<file path="src/rtl/slkb_pkg.sv">
`default_nettype none

package slkb_pkg;

   // Depth of the queue between the front and back parts.
   localparam int QueueDepth = 4;
   localparam int QueueCountWidth = 3;
   localparam int QueuePtrWidth = 2;

   localparam logic [7:0]  OpacityReset       = 8'd180;
   localparam logic [7:0]  ThresholdLowReset  = 8'd50;
   localparam logic [7:0]  ThresholdHighReset = 8'd255;
   localparam logic [11:0] FrameWidthReset    = 12'd640;
   localparam logic [11:0] FrameHeightReset   = 12'd480;

   typedef enum logic [2:0] {
      CfgOpacity       = 3'd0,
      CfgThresholdLow  = 3'd1,
      CfgThresholdHigh = 3'd2,
      CfgFrameWidth    = 3'd3,
      CfgFrameHeight   = 3'd4
   } cfg_index_type;

   typedef struct packed {
      logic [7:0] luma;
      logic [7:0] cb;
      logic [7:0] cr;
   } pixel_type;

   typedef struct packed {
      pixel_type  main_px;
      pixel_type  over_px;
      logic       frame_end;
      logic       blend;
      logic [7:0] blur;
   } queue_entry_type;

   typedef struct packed {
      pixel_type main_px;
      pixel_type over_px;
      logic      frame_end;
      logic      blend;
   } back_payload_type;

   typedef struct packed {
      logic [11:0] frame_width;
      logic [11:0] frame_height;
   } front_cfg_type;

   typedef struct packed {
      logic [7:0] opacity;
      logic [7:0] threshold_low;
      logic [7:0] threshold_high;
   } back_cfg_type;

   // Rounded divide by 255 for values up to 255*255.
   function automatic logic [7:0] div255(input logic [16:0] v);
      logic [17:0] t;
      logic [17:0] s;
      t = 18'(v) + 18'd128;
      s = t + (t >> 8);
      return s[15:8];
   endfunction

endpackage

`default_nettype wire

</file>
<file path="src/rtl/slkb_queue.sv">
`default_nettype none

module slkb_queue (
   input  wire logic                                  clock,
   input  wire logic                                  reset,
   input  wire logic                                  push,
   input  wire slkb_pkg::queue_entry_type             push_data,
   input  wire logic                                  pop,
   output slkb_pkg::queue_entry_type                  pop_data,
   output logic                                       empty,
   output logic [slkb_pkg::QueueCountWidth-1:0]       count
);

   logic [slkb_pkg::QueuePtrWidth-1:0]   head_ff, head_in;
   logic [slkb_pkg::QueuePtrWidth-1:0]   tail_ff, tail_in;
   logic [slkb_pkg::QueueCountWidth-1:0] count_ff, count_in;
   slkb_pkg::queue_entry_type            slot_mem [slkb_pkg::QueueDepth];

   always_comb begin
      head_in  = head_ff;
      tail_in  = tail_ff;
      count_in = count_ff;
      if (push) begin
         tail_in = tail_ff + 1'b1;
      end
      if (pop) begin
         head_in = head_ff + 1'b1;
      end
      case ({push, pop})
         2'b10:   count_in = count_ff + 1'b1;
         2'b01:   count_in = count_ff - 1'b1;
         default: count_in = count_ff;
      endcase
   end

   always_ff @(posedge clock) begin
      if (reset) begin
         head_ff  <= '0;
         tail_ff  <= '0;
         count_ff <= '0;
      end else begin
         head_ff  <= head_in;
         tail_ff  <= tail_in;
         count_ff <= count_in;
      end
   end

   always_ff @(posedge clock) begin
      if (push) begin
         slot_mem[tail_ff] <= push_data;
      end
   end

   assign pop_data = slot_mem[head_ff];
   assign empty    = (count_ff == '0);
   assign count    = count_ff;

endmodule

`default_nettype wire

</file>
<file path="config.mk">
export PLATFORM = sky130hd
export DESIGN_NAME = slkb_queue
export DESIGN_NICKNAME = d
export VERILOG_FILES = /design/src/rtl/slkb_pkg.sv /design/src/rtl/slkb_queue.sv
export SDC_FILE = /design/constraint.sdc
export NUM_CORES = 1
export LEC_CHECK = 0
export ABC_CLOCK_PERIOD_IN_PS = 2900
export BUFFER_PORTS_ARGS = -buffer_cell sky130_fd_sc_hd__buf_4
export CAP_MARGIN = 0
export CORE_UTILIZATION = 49
export DETAILED_ROUTE_END_ITERATION = 10
export PLACE_DENSITY = 0.79
export SLEW_MARGIN = 15
export SYNTH_ARGS = -nofsm -noshare
export SYNTH_HDL_FRONTEND = slang
export SYNTH_SLANG_ARGS = --single-unit
</file>
<file path="constraint.sdc">
create_clock -name clock -period 2.9 [get_ports clock]
set_clock_uncertainty 0.2 [all_clocks]
set_input_delay 0.29 -clock clock [delete_from_list [all_inputs] [get_ports clock]]
set_output_delay 0.29 -clock clock [all_outputs]
set_load 0.005 [all_outputs]
</file>
==> results.json <==
{
  "status": "completed",
  "r2r-end": "slot_mem[2][31]",
  "synth.top_cell.area_share_pct": 78.98,
  "hold_violations": 0,
  "fillerInstances": 1165,
  "power_density_mw_per_mm2": 680.1,
  "cp_top_family": "flip-flops",
  "slew_violations": 0,
  "core_sq_mm": 0.01742,
  "cpPeakStageDelay_ns": 0.56,
  "r2r_setup_slack_ns": 0.92,
  "p_leak_uw": 0.003912,
  "cts_tree": "done",
  "crit_arrival_ns": 2.06,
  "htree_num_levels": 1,
  "swShare_pct": 20.57,
  "drc_errors": 0,
  "dieWidth_um": 136.2,
  "dpl.hpwl_mm": 8.995,
  "r2r_cells": 3,
  "n_antenna_cell": 0,
  "drtIter0Drc": 206,
  "antenna_found_initial": 0,
  "fin_crit_ns": 2.545,
  "tns_ns": 0,
  "overflow": 0,
  "timing.fmax_mhz": 392.9,
  "synthTopCellsByArea": "edfxtp_1 79%, mux4_2 15%, dfxtp_1 2.0%",
  "yosysWarnings": 0,
  "period_share_pct": 87.76,
  "rsz0062_at_grt": "no",
  "cp_num_cells": 3,
  "ios": 124,
  "hold_depth": 2,
  "fin_util_pct": 65.41,
  "cts_buffers": 24,
  "p_seq_share_pct": 52.3,
  "clockBufferDepth": 3,
  "rows": 48,
  "drt_first_pass_iters": 4,
  "layout.nets": 620,
  "required_ns": 2.41,
  "cp_slowest_cell": "dfxtp_4",
  "synth_most_common_cell": "edfxtp_1",
  "ys.flop_type": "edfxtp_1",
  "cts-root-buf": "clkbuf_16",
  "initial_utilization_pct": 50.65,
  "crit_path_cell_trace": "buf_12 > mux4_2 > buf_4",
  "syn_nets": 417,
  "viasPerCell": 5.244,
  "ir_worst_vdd_v": 0.0005363,
  "cts_resized": 0,
  "portBuffers": 123,
  "grt_pass1_vias": 4516,
  "ys_seq_elements": 241,
  "synth_edf_count": 232,
  "grt_usage_pct": 17.50,
  "cp_num_buf_inv": 2,
  "grt_max_degree": 59,
  "yosysSeqAreaShare_pct": 81.02,
  "p_sw_uw": 1594,
  "whs_endpoint": "slot_mem[1][20]",
  "hp-start": "push_data[20]",
  "synthDistinctLibCells": 22,
  "cp-end-kind": "primary output",
  "cts.sinks": 241,
  "gp_congestion": 0.6992,
  "grt_pass1_wl_mm": 24.27,
  "async_flop_share_pct": 0,
  "vias": 4169,
  "area_delta_synth_final_pct": 29.15,
  "final_antenna_net_count": 0,
  "max_slew_margin_pct": 40.55,
  "drive_gt1_share_pct": 39.47,
  "start_kind": "flop",
  "pwr-share-clk_pct": 36.8,
  "worstPathMaxFanout": 23,
  "die_h_um": 136.2,
  "synth_area_sq_mm": 0.008821,
  "synth_top_area_cell": "edfxtp_1",
  "synthCells": 349,
  "worstReg2RegStart": "tail_ff[0]",
  "worst_slew_pin_slew_ns": 0.8917,
  "hp-class": "input port to flop",
  "wl_per_cell_um": 19.61,
  "clk_latency_ns": 0.50,
  "drt_wl_total_mm": 15.59,
  "p_comb_share_pct": 10.9,
  "intPower_uw": 6154,
  "ys_top_cells_by_count": "232 x edfxtp_1, 58 x mux4_2, 9 x dfxtp_1",
  "cts.reportedPaths.clkPinSlew_ns": 0.06,
  "synth_area_per_cell_sq_um": 25.27,
  "setup_violations": 0,
  "max_cap_viol_count": 0,
  "die_area_sq_mm": 0.01854,
  "critPathKind": "flop to primary output"
}
[layout make-up]
type	count	area, sq um	share of cell area (%)
flip-flops and latches	241	7152	62.78
repair buffers	191	1664	14.61
multi-input cells	88	1538	13.50
clock buffers	32	651.9	5.722
well taps	225	281.5	2.471
clock inverters	12	82.58	0.7249
inverters	6	22.52	0.1977
[cells in the final DEF, fill, tap and decap left out, types with 6 or more instances in the layout]
master,n
buf_12,6
buf_4,123
clkbuf_1,7
clkbuf_16,25
dfxtp_1,7
dlygate4sd3_1,62
edfxtp_1,232
inv_1,6
mux4_2,58
nor2_1,8
[logic make-up (layout without fill, tap and decap cells)]
group	count (synthesis)	after routing	synth area share [%]
flops	241	241	81.02
buf+inv	20	241	1.659
compound gates	3	3	0.1702
fa+ha+maj	6	6	0.9362
mux	59	59	14.92
simple gates	15	15	0.7942
xor+xnor	5	5	0.4965
[flip-flops by register name (all words and copies together) (netlist names), named ones only]
signal	count
head_ff	2
slot_mem	232
count	3
tail_ff	2
[power groups by stage]
stage          registers [uW]  clock network, uW  logic [uW]
5_1_grt                  4070               3070         918
4_1_cts                  4050               2930         864
3_3_place_gp             4110                  0         771
3_5_place_dp             4130                  0         791
6_report                 4050               2850         844
2_1_floorplan            4100                  0         405
[through the flow]
step	cells	power, uW	worst slack (ns)	hold WS (ns)	area [sq um]
finish	795	7748	0.3549	0.3283	11390
CTS	795	7846	0.2817	0.3111	11390
detailed placement	689	4919	0.8165	0.2937	10040
global placement	689	4885	0.8363	0.2836	10040
floorplan	349	4510	0.3647	0.1889	8821
global route	795	8054	0.2333	0.3198	11390
[repair_timing]
action                                 4_1_cts  5_1_grt
hold buffers                                62        0
setup buffers                                0        0
endpoints found under the hold margin      241        0
[how the worst max path moves through the flow]
stage	slack, ns	end	start
after floorplan	0.36	slot_mem[2][0]	tail_ff[0]
after global placement	0.84	pop_data[53]	flop
after detailed placement	0.82	pop_data[53]	flop
after CTS	0.28	pop_data[53]	flop
after global routing	0.23	pop_data[53]	flop
final	0.35	pop_data[53]	flop
[layer usage]
layer / wire [um] / vias to the layer above / GRT usage [%]
li1: - / 1879 / -
met1: 6685 / 2154 / 23.94
met2: 7857 / 115 / 28.93
met3: 830 / 21 / 3.691
met4: 218 / 0 / 4.259
met5: 0 / - / 0
[worst reg2reg max path: cells and delay by family (launching register included)]
| kind | cells | cell delay, ns |
|---|---|---|
| flops | 1 | 0.35 |
| simple gates | 1 | 0.74 |
| buf+inv | 1 | 0.11 |
| fa+ha+maj | 1 | 0.16 |
Note: power is estimated with default switching activity, not from simulation.
