===== config.mk =====
export PLATFORM = sky130hd
export DESIGN_NAME = slkb_back
export DESIGN_NICKNAME = d
export VERILOG_FILES = /design/src/rtl/slkb_pkg.sv /design/src/rtl/slkb_back.sv
export SDC_FILE = /design/constraint.sdc
export NUM_CORES = 2
export LEC_CHECK = 0
export BUFFER_PORTS_ARGS = -buffer_cell sky130_fd_sc_hd__buf_4
export CAP_MARGIN = 0
export CORE_AREA = 2 2 291 293
export DETAILED_ROUTE_END_ITERATION = 8
export DIE_AREA = 0 0 293 295
export GPL_TIMING_DRIVEN = 0
export HOLD_SLACK_MARGIN = 0.08
export PLACE_DENSITY_LB_ADDON = 0.12
export RECOVER_POWER = 50
export SETUP_SLACK_MARGIN = 0.02
export SYNTH_ARGS = -nofsm -noshare
export SYNTH_HDL_FRONTEND = slang
export SYNTH_SLANG_ARGS = --single-unit

===== constraint.sdc =====
create_clock -name clock -period 34.3 [get_ports clock]
set_input_delay 6.86 -clock clock [delete_from_list [all_inputs] [get_ports clock]]
set_output_delay 6.86 -clock clock [all_outputs]
set_load 0.005 [all_outputs]

===== src/rtl/slkb_pkg.sv =====
`default_nettype none

package slkb_pkg;

   // Depth of the queue between the front and back parts.
   localparam int QueueDepth = 4;
   localparam int QueueCountWidth = 3;
   localparam int QueuePtrWidth = 2;

   localparam logic [7:0]  OpacityReset       = 8'd180;
   localparam logic [7:0]  ThresholdLowReset  = 8'd50;
   localparam logic [7:0]  ThresholdHighReset = 8'd255;
   localparam logic [11:0] FrameWidthReset    = 12'd640;
   localparam logic [11:0] FrameHeightReset   = 12'd480;

   typedef enum logic [2:0] {
      CfgOpacity       = 3'd0,
      CfgThresholdLow  = 3'd1,
      CfgThresholdHigh = 3'd2,
      CfgFrameWidth    = 3'd3,
      CfgFrameHeight   = 3'd4
   } cfg_index_type;

   typedef struct packed {
      logic [7:0] luma;
      logic [7:0] cb;
      logic [7:0] cr;
   } pixel_type;

   typedef struct packed {
      pixel_type  main_px;
      pixel_type  over_px;
      logic       frame_end;
      logic       blend;
      logic [7:0] blur;
   } queue_entry_type;

   typedef struct packed {
      pixel_type main_px;
      pixel_type over_px;
      logic      frame_end;
      logic      blend;
   } back_payload_type;

   typedef struct packed {
      logic [11:0] frame_width;
      logic [11:0] frame_height;
   } front_cfg_type;

   typedef struct packed {
      logic [7:0] opacity;
      logic [7:0] threshold_low;
      logic [7:0] threshold_high;
   } back_cfg_type;

   // Rounded divide by 255 for values up to 255*255.
   function automatic logic [7:0] div255(input logic [16:0] v);
      logic [17:0] t;
      logic [17:0] s;
      t = 18'(v) + 18'd128;
      s = t + (t >> 8);
      return s[15:8];
   endfunction

endpackage

`default_nettype wire


===== src/rtl/slkb_back.sv =====
`default_nettype none

module slkb_back (
   input  wire logic                        clock,
   input  wire logic                        reset,
   input  wire slkb_pkg::back_cfg_type      cfg,
   input  wire logic                        q_empty,
   input  wire slkb_pkg::queue_entry_type   q_data,
   output logic                             q_pop,
   input  wire logic                        rsp_ready,
   output logic                             rsp_valid,
   output logic [7:0]                       rsp_out_luma,
   output logic [7:0]                       rsp_out_cb,
   output logic [7:0]                       rsp_out_cr,
   output logic                             rsp_frame_end
);

   localparam int DivSteps = 8;

   logic       en;
   logic [7:0] lo, hi, diff;
   logic [7:0] off;

   logic                           dv_valid_ff [DivSteps+1];
   logic                           dv_valid_in [DivSteps+1];
   slkb_pkg::back_payload_type     dv_pay_ff   [DivSteps+1];
   slkb_pkg::back_payload_type     dv_pay_in   [DivSteps+1];
   logic [15:0]                    dv_rem_ff   [DivSteps+1];
   logic [15:0]                    dv_rem_in   [DivSteps+1];
   logic [7:0]                     dv_q_ff     [DivSteps+1];
   logic [7:0]                     dv_q_in     [DivSteps+1];
   logic                           dv_zero_ff  [DivSteps+1];
   logic                           dv_zero_in  [DivSteps+1];
   logic                           dv_full_ff  [DivSteps+1];
   logic                           dv_full_in  [DivSteps+1];

   logic                           m_valid_ff;
   slkb_pkg::back_payload_type     m_pay_ff;
   logic [15:0]                    m_prod_ff, m_prod_in;
   logic [7:0]                     mask;

   logic                           w_valid_ff;
   slkb_pkg::back_payload_type     w_pay_ff;
   logic [7:0]                     w_w2_ff;

   logic                           b_valid_ff;
   slkb_pkg::back_payload_type     b_pay_ff;
   logic [7:0]                     b_w2_ff;
   logic [16:0]                    b_luma_ff, b_cb_ff, b_cr_ff;
   logic [16:0]                    b_luma_in, b_cb_in, b_cr_in;
   logic [7:0]                     w1;

   logic                           out_valid_ff;
   logic [7:0]                     out_luma_ff, out_luma_in;
   logic [7:0]                     out_cb_ff, out_cb_in;
   logic [7:0]                     out_cr_ff, out_cr_in;
   logic                           out_fe_ff;

   // The whole back pipeline moves together and freezes while the output waits.
   assign en    = !out_valid_ff || rsp_ready;
   assign q_pop = en && !q_empty;

   always_comb begin
      if (cfg.threshold_high < cfg.threshold_low) begin
         lo = cfg.threshold_high;
         hi = cfg.threshold_low;
      end else begin
         lo = cfg.threshold_low;
         hi = cfg.threshold_high;
      end
      diff = (hi > lo) ? hi - lo : 8'd1;
      off  = q_data.blur - lo;
   end

   // Stage 0 forms the ramp numerator, stages 1 to 8 find one quotient bit each.
   always_comb begin
      logic [15:0] shifted;
      dv_valid_in[0]         = !q_empty;
      dv_pay_in[0].main_px   = q_data.main_px;
      dv_pay_in[0].over_px   = q_data.over_px;
      dv_pay_in[0].frame_end = q_data.frame_end;
      dv_pay_in[0].blend     = q_data.blend;
      dv_rem_in[0]  = {off, 8'd0} - 16'(off) + 16'(diff >> 1);
      dv_q_in[0]    = '0;
      dv_zero_in[0] = (q_data.blur <= lo);
      dv_full_in[0] = (q_data.blur >= hi);
      for (int k = 1; k <= DivSteps; k++) begin
         shifted        = 16'(diff) << (DivSteps - k);
         dv_valid_in[k] = dv_valid_ff[k-1];
         dv_pay_in[k]   = dv_pay_ff[k-1];
         dv_zero_in[k]  = dv_zero_ff[k-1];
         dv_full_in[k]  = dv_full_ff[k-1];
         if (dv_rem_ff[k-1] >= shifted) begin
            dv_rem_in[k] = dv_rem_ff[k-1] - shifted;
            dv_q_in[k]   = dv_q_ff[k-1] | (8'd1 << (DivSteps - k));
         end else begin
            dv_rem_in[k] = dv_rem_ff[k-1];
            dv_q_in[k]   = dv_q_ff[k-1];
         end
      end
   end

   always_comb begin
      if (dv_zero_ff[DivSteps]) begin
         mask = 8'd0;
      end else if (dv_full_ff[DivSteps]) begin
         mask = 8'd255;
      end else begin
         mask = dv_q_ff[DivSteps];
      end
      m_prod_in = 16'(mask) * 16'(cfg.opacity);
      w1        = 8'd255 - w_w2_ff;
      b_luma_in = 17'(w1) * 17'(w_pay_ff.main_px.luma) +
                  17'(w_w2_ff) * 17'(w_pay_ff.over_px.luma);
      b_cb_in   = 17'(w1) * 17'(w_pay_ff.main_px.cb) +
                  17'(w_w2_ff) * 17'(w_pay_ff.over_px.cb);
      b_cr_in   = 17'(w1) * 17'(w_pay_ff.main_px.cr) +
                  17'(w_w2_ff) * 17'(w_pay_ff.over_px.cr);
      if (b_pay_ff.blend && (b_w2_ff != 8'd0)) begin
         out_luma_in = slkb_pkg::div255(b_luma_ff);
         out_cb_in   = slkb_pkg::div255(b_cb_ff);
         out_cr_in   = slkb_pkg::div255(b_cr_ff);
      end else begin
         out_luma_in = b_pay_ff.main_px.luma;
         out_cb_in   = b_pay_ff.main_px.cb;
         out_cr_in   = b_pay_ff.main_px.cr;
      end
   end

   always_ff @(posedge clock) begin
      if (reset) begin
         for (int k = 0; k <= DivSteps; k++) begin
            dv_valid_ff[k] <= 1'b0;
         end
         m_valid_ff   <= 1'b0;
         w_valid_ff   <= 1'b0;
         b_valid_ff   <= 1'b0;
         out_valid_ff <= 1'b0;
      end else if (en) begin
         for (int k = 0; k <= DivSteps; k++) begin
            dv_valid_ff[k] <= dv_valid_in[k];
         end
         m_valid_ff   <= dv_valid_ff[DivSteps];
         w_valid_ff   <= m_valid_ff;
         b_valid_ff   <= w_valid_ff;
         out_valid_ff <= b_valid_ff;
      end
   end

   always_ff @(posedge clock) begin
      if (en) begin
         for (int k = 0; k <= DivSteps; k++) begin
            dv_pay_ff[k]  <= dv_pay_in[k];
            dv_rem_ff[k]  <= dv_rem_in[k];
            dv_q_ff[k]    <= dv_q_in[k];
            dv_zero_ff[k] <= dv_zero_in[k];
            dv_full_ff[k] <= dv_full_in[k];
         end
         m_pay_ff    <= dv_pay_ff[DivSteps];
         m_prod_ff   <= m_prod_in;
         w_pay_ff    <= m_pay_ff;
         w_w2_ff     <= slkb_pkg::div255(17'(m_prod_ff));
         b_pay_ff    <= w_pay_ff;
         b_w2_ff     <= w_w2_ff;
         b_luma_ff   <= b_luma_in;
         b_cb_ff     <= b_cb_in;
         b_cr_ff     <= b_cr_in;
         out_luma_ff <= out_luma_in;
         out_cb_ff   <= out_cb_in;
         out_cr_ff   <= out_cr_in;
         out_fe_ff   <= b_pay_ff.frame_end;
      end
   end

   assign rsp_valid     = out_valid_ff;
   assign rsp_out_luma  = out_luma_ff;
   assign rsp_out_cb    = out_cb_ff;
   assign rsp_out_cr    = out_cr_ff;
   assign rsp_frame_end = out_fe_ff;

endmodule

`default_nettype wire


==> flow_results.org <==
** Route
- Via count of the routed design :: 27,300
- Total wire length after detailed routing :: 85,600 µm
- Initial drt markers :: 1,578
- For this run, design rule violations remaining after detail routing come to 0.
- In this run the remaining antenna-violating nets after routing total 0.
- The first detailed-routing pass took 5 iterations.
- DR vias/cell :: 5.33
- After detailed routing, the average wire length per cell comes to 16.7 µm.

** Outcome
- Status :: finished with violations
- The checks that failed: max-capacitance violations, max-slew violations.

** Cells and area
- Of the cells placed in the final design, the portion with a size suffix greater than 1 is 7.58%.
- The area growth from synthesis to layout is 10.8%.
- Most frequent standard cell in the layout excluding fill and tap cells :: sky130_fd_sc_hd__edfxtp_1
- After the last flow step, the layout net total stands at 4,765.
- Antenna diode count :: 0
- Most frequent cells in the layout :: 875 x sky130_fd_sc_hd__edfxtp_1, 553 x sky130_fd_sc_hd__inv_1, 362 x sky130_fd_sc_hd__ha_1
- The layout has 6,104 filler cells.
- Number of standard cells in the layout, taps in and fillers out :: 5,132

** CTS
- Clock insertion delay at the later pin of the skew report :: 680 ps
- Clock Sink Count :: 879
- Number of buffers added to fix hold violations after cts :: 0
- Clock-pin slew was measured on the worst setup and hold paths at 60 ps.
- The H-tree generated during clock tree synthesis spans 3 levels.
- Clock tree synthesis inserted a total of 88 buffers.
- The clock passes through at most 3 buffers.
- Cts repair resizes :: 0
- Cell at the root of the clock tree :: sky130_fd_sc_hd__clkbuf_16
- TritonCTS built the clock tree.
- Buffer count from post-CTS setup fixing :: 0

** STA
- Final number of setup-violating endpoints :: 0
- Final critical-path required period :: 14,630 ps
- For the pin with the worst max-slew slack, the measured transition is 5890 ps.
- Setup repair after global routing left no endpoint under its margin.
- Static timing analysis puts the maximum clock frequency at 68.4 MHz.
- Hold is met by 400 ps.
- For the final database, setup skew stands at 68.5 ps.
- Fraction of the cycle the final worst path needs :: 42.6%
- Headroom to the max-slew limit came out at -293%.
- Final worst slack :: 19,670 ps
- The final number of max-transition violations is 211.
- Setup total negative slack on the finished layout was measured at 0 ps.
- Count of final hold-check violations :: 0

** Placement
- DP Worst Slack :: 19,630 ps
- Summed over all nets, the half-perimeter wirelength after detailed placement is 61,800 µm.
- DP Cell Count :: 4,971
- Number of buffers inserted by port buffering :: 112
- Final Wtd Congestion :: 0.849

** Global routing
- The initial antenna violation count is 0.
- Maximum number of pins on one net before global-route repair :: 141
- Total global routing overflow :: 0
- Wire length of the first global-routing pass :: 141,000 µm
- Global routing usage summed across all routing layers :: 20.7%
- Via count of the first global-routing pass :: 27,900

** Synth
- In this run, synthesis inferred 875 flip-flops with an integrated enable.
- In the synthesized netlist the async set-or-reset flop fraction comes to 0%.
- Counting flops and latches in the post-synthesis netlist gives 879.
- Cell area after synthesis :: 0.0496 mm²
- Top FF cell, synth :: sky130_fd_sc_hd__edfxtp_1
- During synthesis, Yosys emitted a total of 0 warnings.
- The cell count after synthesis came out at 3,771.
- Sequential cells were found to cover 53.2% of the synthesized design area.
- A synthesized cell averages 13.1 µm².
- After synthesis, the netlist uses 80 different library cells.

** Floorplanning
- Overall die area :: 0.0864 mm²
- Starting density of the core :: 59.6%
- Measured along the x axis, the die boundary spans 293 µm.
- Vertical die dimension :: 295 µm
- IO Count :: 113
- # rows :: 106
- Area of the core region :: 0.0832 mm²

** Setup path
- Worst Reg-to-Reg Cells :: 6
- The worst setup path is captured at a register.
- Slowest cell on the critical path :: sky130_fd_sc_hd__clkbuf_1
- The signal on the critical path passes through clkbuf_4 -> nor2b_1 -> clkbuf_1 -> clkinvlp_2 -> clkbuf_1 -> buf_16 -> buf_16.
- In this design, the largest share of critical-path delay is due to buffers and inverters.
- STA classifies the critical path startpoint as a primary input.
- FF-to-FF setup slack :: 25,580 ps
- Reg-to-Reg End :: b_pay_ff[38]
- Arrival time of data at the critical path endpoint :: 14,890 ps
- Req. time, crit path :: 34,560 ps
- Worst Path Max Fanout :: 140
- The critical path is of the in2reg type.
- Following the worst setup path forward leads to its endpoint at b_pay_ff[38].
- The largest single stage delay on the critical path is 4230 ps.
- Worst reg2reg path startpoint :: rsp_valid
- Buffer and inverter count on the worst path :: 6
- Crit. path cell count :: 7
- Critical path launch point :: rsp_ready

** Flow run
- Max-cap violations in this run came to 2.

** Hold path
- Min-Delay Path Class :: reg2reg
[sequential cells by signal (all words and copies together), names as in the netlist, 16 cells and up]
register	cells
b_cb_ff	17
b_cr_ff	17
b_luma_ff	17
b_pay_ff	26
dv_pay_ff	450
dv_q_ff	36
dv_rem_ff	128
m_pay_ff	50
m_prod_ff	16
w_pay_ff	50
[metal layers]
layer  up-vias  part of all wire (%)  global-route usage, %
met2       571                    48                   34.0
met5         -                     0                      0
met3       140                   5.0                   3.49
li1      13300                     -                      -
met1     13300                    45                   28.6
met4         0                   2.5                   6.45
[cell type report]
class | count | area [µm²] | area share, %
Sequential cell | 879 | 26400 | 48.0
Clock inverter | 66 | 769 | 1.40
Multi-Input combinational cell | 2275 | 20900 | 38.0
Buffer | 65 | 279 | 0.508
Tap cell | 1080 | 1350 | 2.46
Clock buffer | 95 | 2250 | 4.10
Timing Repair Buffer | 118 | 982 | 1.79
Inverter | 554 | 2080 | 3.79
[worst reg2reg max path, stage by stage (launching register included)]
cell	delay, ps
sky130_fd_sc_hd__dfxtp_1	310
sky130_fd_sc_hd__nor2b_1	120
sky130_fd_sc_hd__clkbuf_1	230
sky130_fd_sc_hd__clkinvlp_2	2130
sky130_fd_sc_hd__clkbuf_1	4240
sky130_fd_sc_hd__buf_16	460
sky130_fd_sc_hd__buf_16	590
[kinds of logic (layout without fill, tap and decap cells)]
group	Yosys count	after routing	synth area share [%]
mux	27	27	0.581
flops	879	879	53.2
simple gates	984	984	10.5
xor+xnor	172	172	3.07
fa+ha+maj	698	698	22.7
compound gates	391	391	5.19
other cells	1	3	0.00757
buf+inv	619	898	4.76
[how the worst min path moves through the flow]
stage,end,slack [ps],cells past startpoint,from
2_1_floorplan,b_pay_ff[0],400,0,w_pay_ff[0]
3_3_place_gp,w_pay_ff[47],400,0,m_pay_ff[47]
3_5_place_dp,dv_pay_ff[1][32],400,0,dv_pay_ff[0][32]
4_1_cts,dv_pay_ff[1][3],400,0,dv_pay_ff[0][3]
5_1_grt,dv_pay_ff[3][36],410,0,dv_pay_ff[2][36]
6_report,w_pay_ff[25],400,0,m_pay_ff[25]
[Yosys cell counts (82+ instances only)]
master,n,area [µm²]
sky130_fd_sc_hd__edfxtp_1,875,26300
sky130_fd_sc_hd__inv_1,554,2080
sky130_fd_sc_hd__ha_1,362,4530
sky130_fd_sc_hd__fa_1,336,6730
sky130_fd_sc_hd__nand2_1,228,856
sky130_fd_sc_hd__and2_1,181,1130
sky130_fd_sc_hd__nor2_1,160,601
sky130_fd_sc_hd__nor2b_1,128,801
sky130_fd_sc_hd__xnor2_1,111,972
sky130_fd_sc_hd__nand2b_1,108,676
sky130_fd_sc_hd__a21oi_1,103,515
sky130_fd_sc_hd__o21ai_0,82,410
[metrics by stage]
step	cell area, µm²	utilization (%)
floorplan	49600	-
CTS	55000	66.1
detailed placement	51900	62.4
global route	54900	66.0
finish	54900	66.0
global placement	51800	62.2
Power is not shown: default switching activity piles up to over one toggle a cycle in this logic, so the estimate is an artifact.
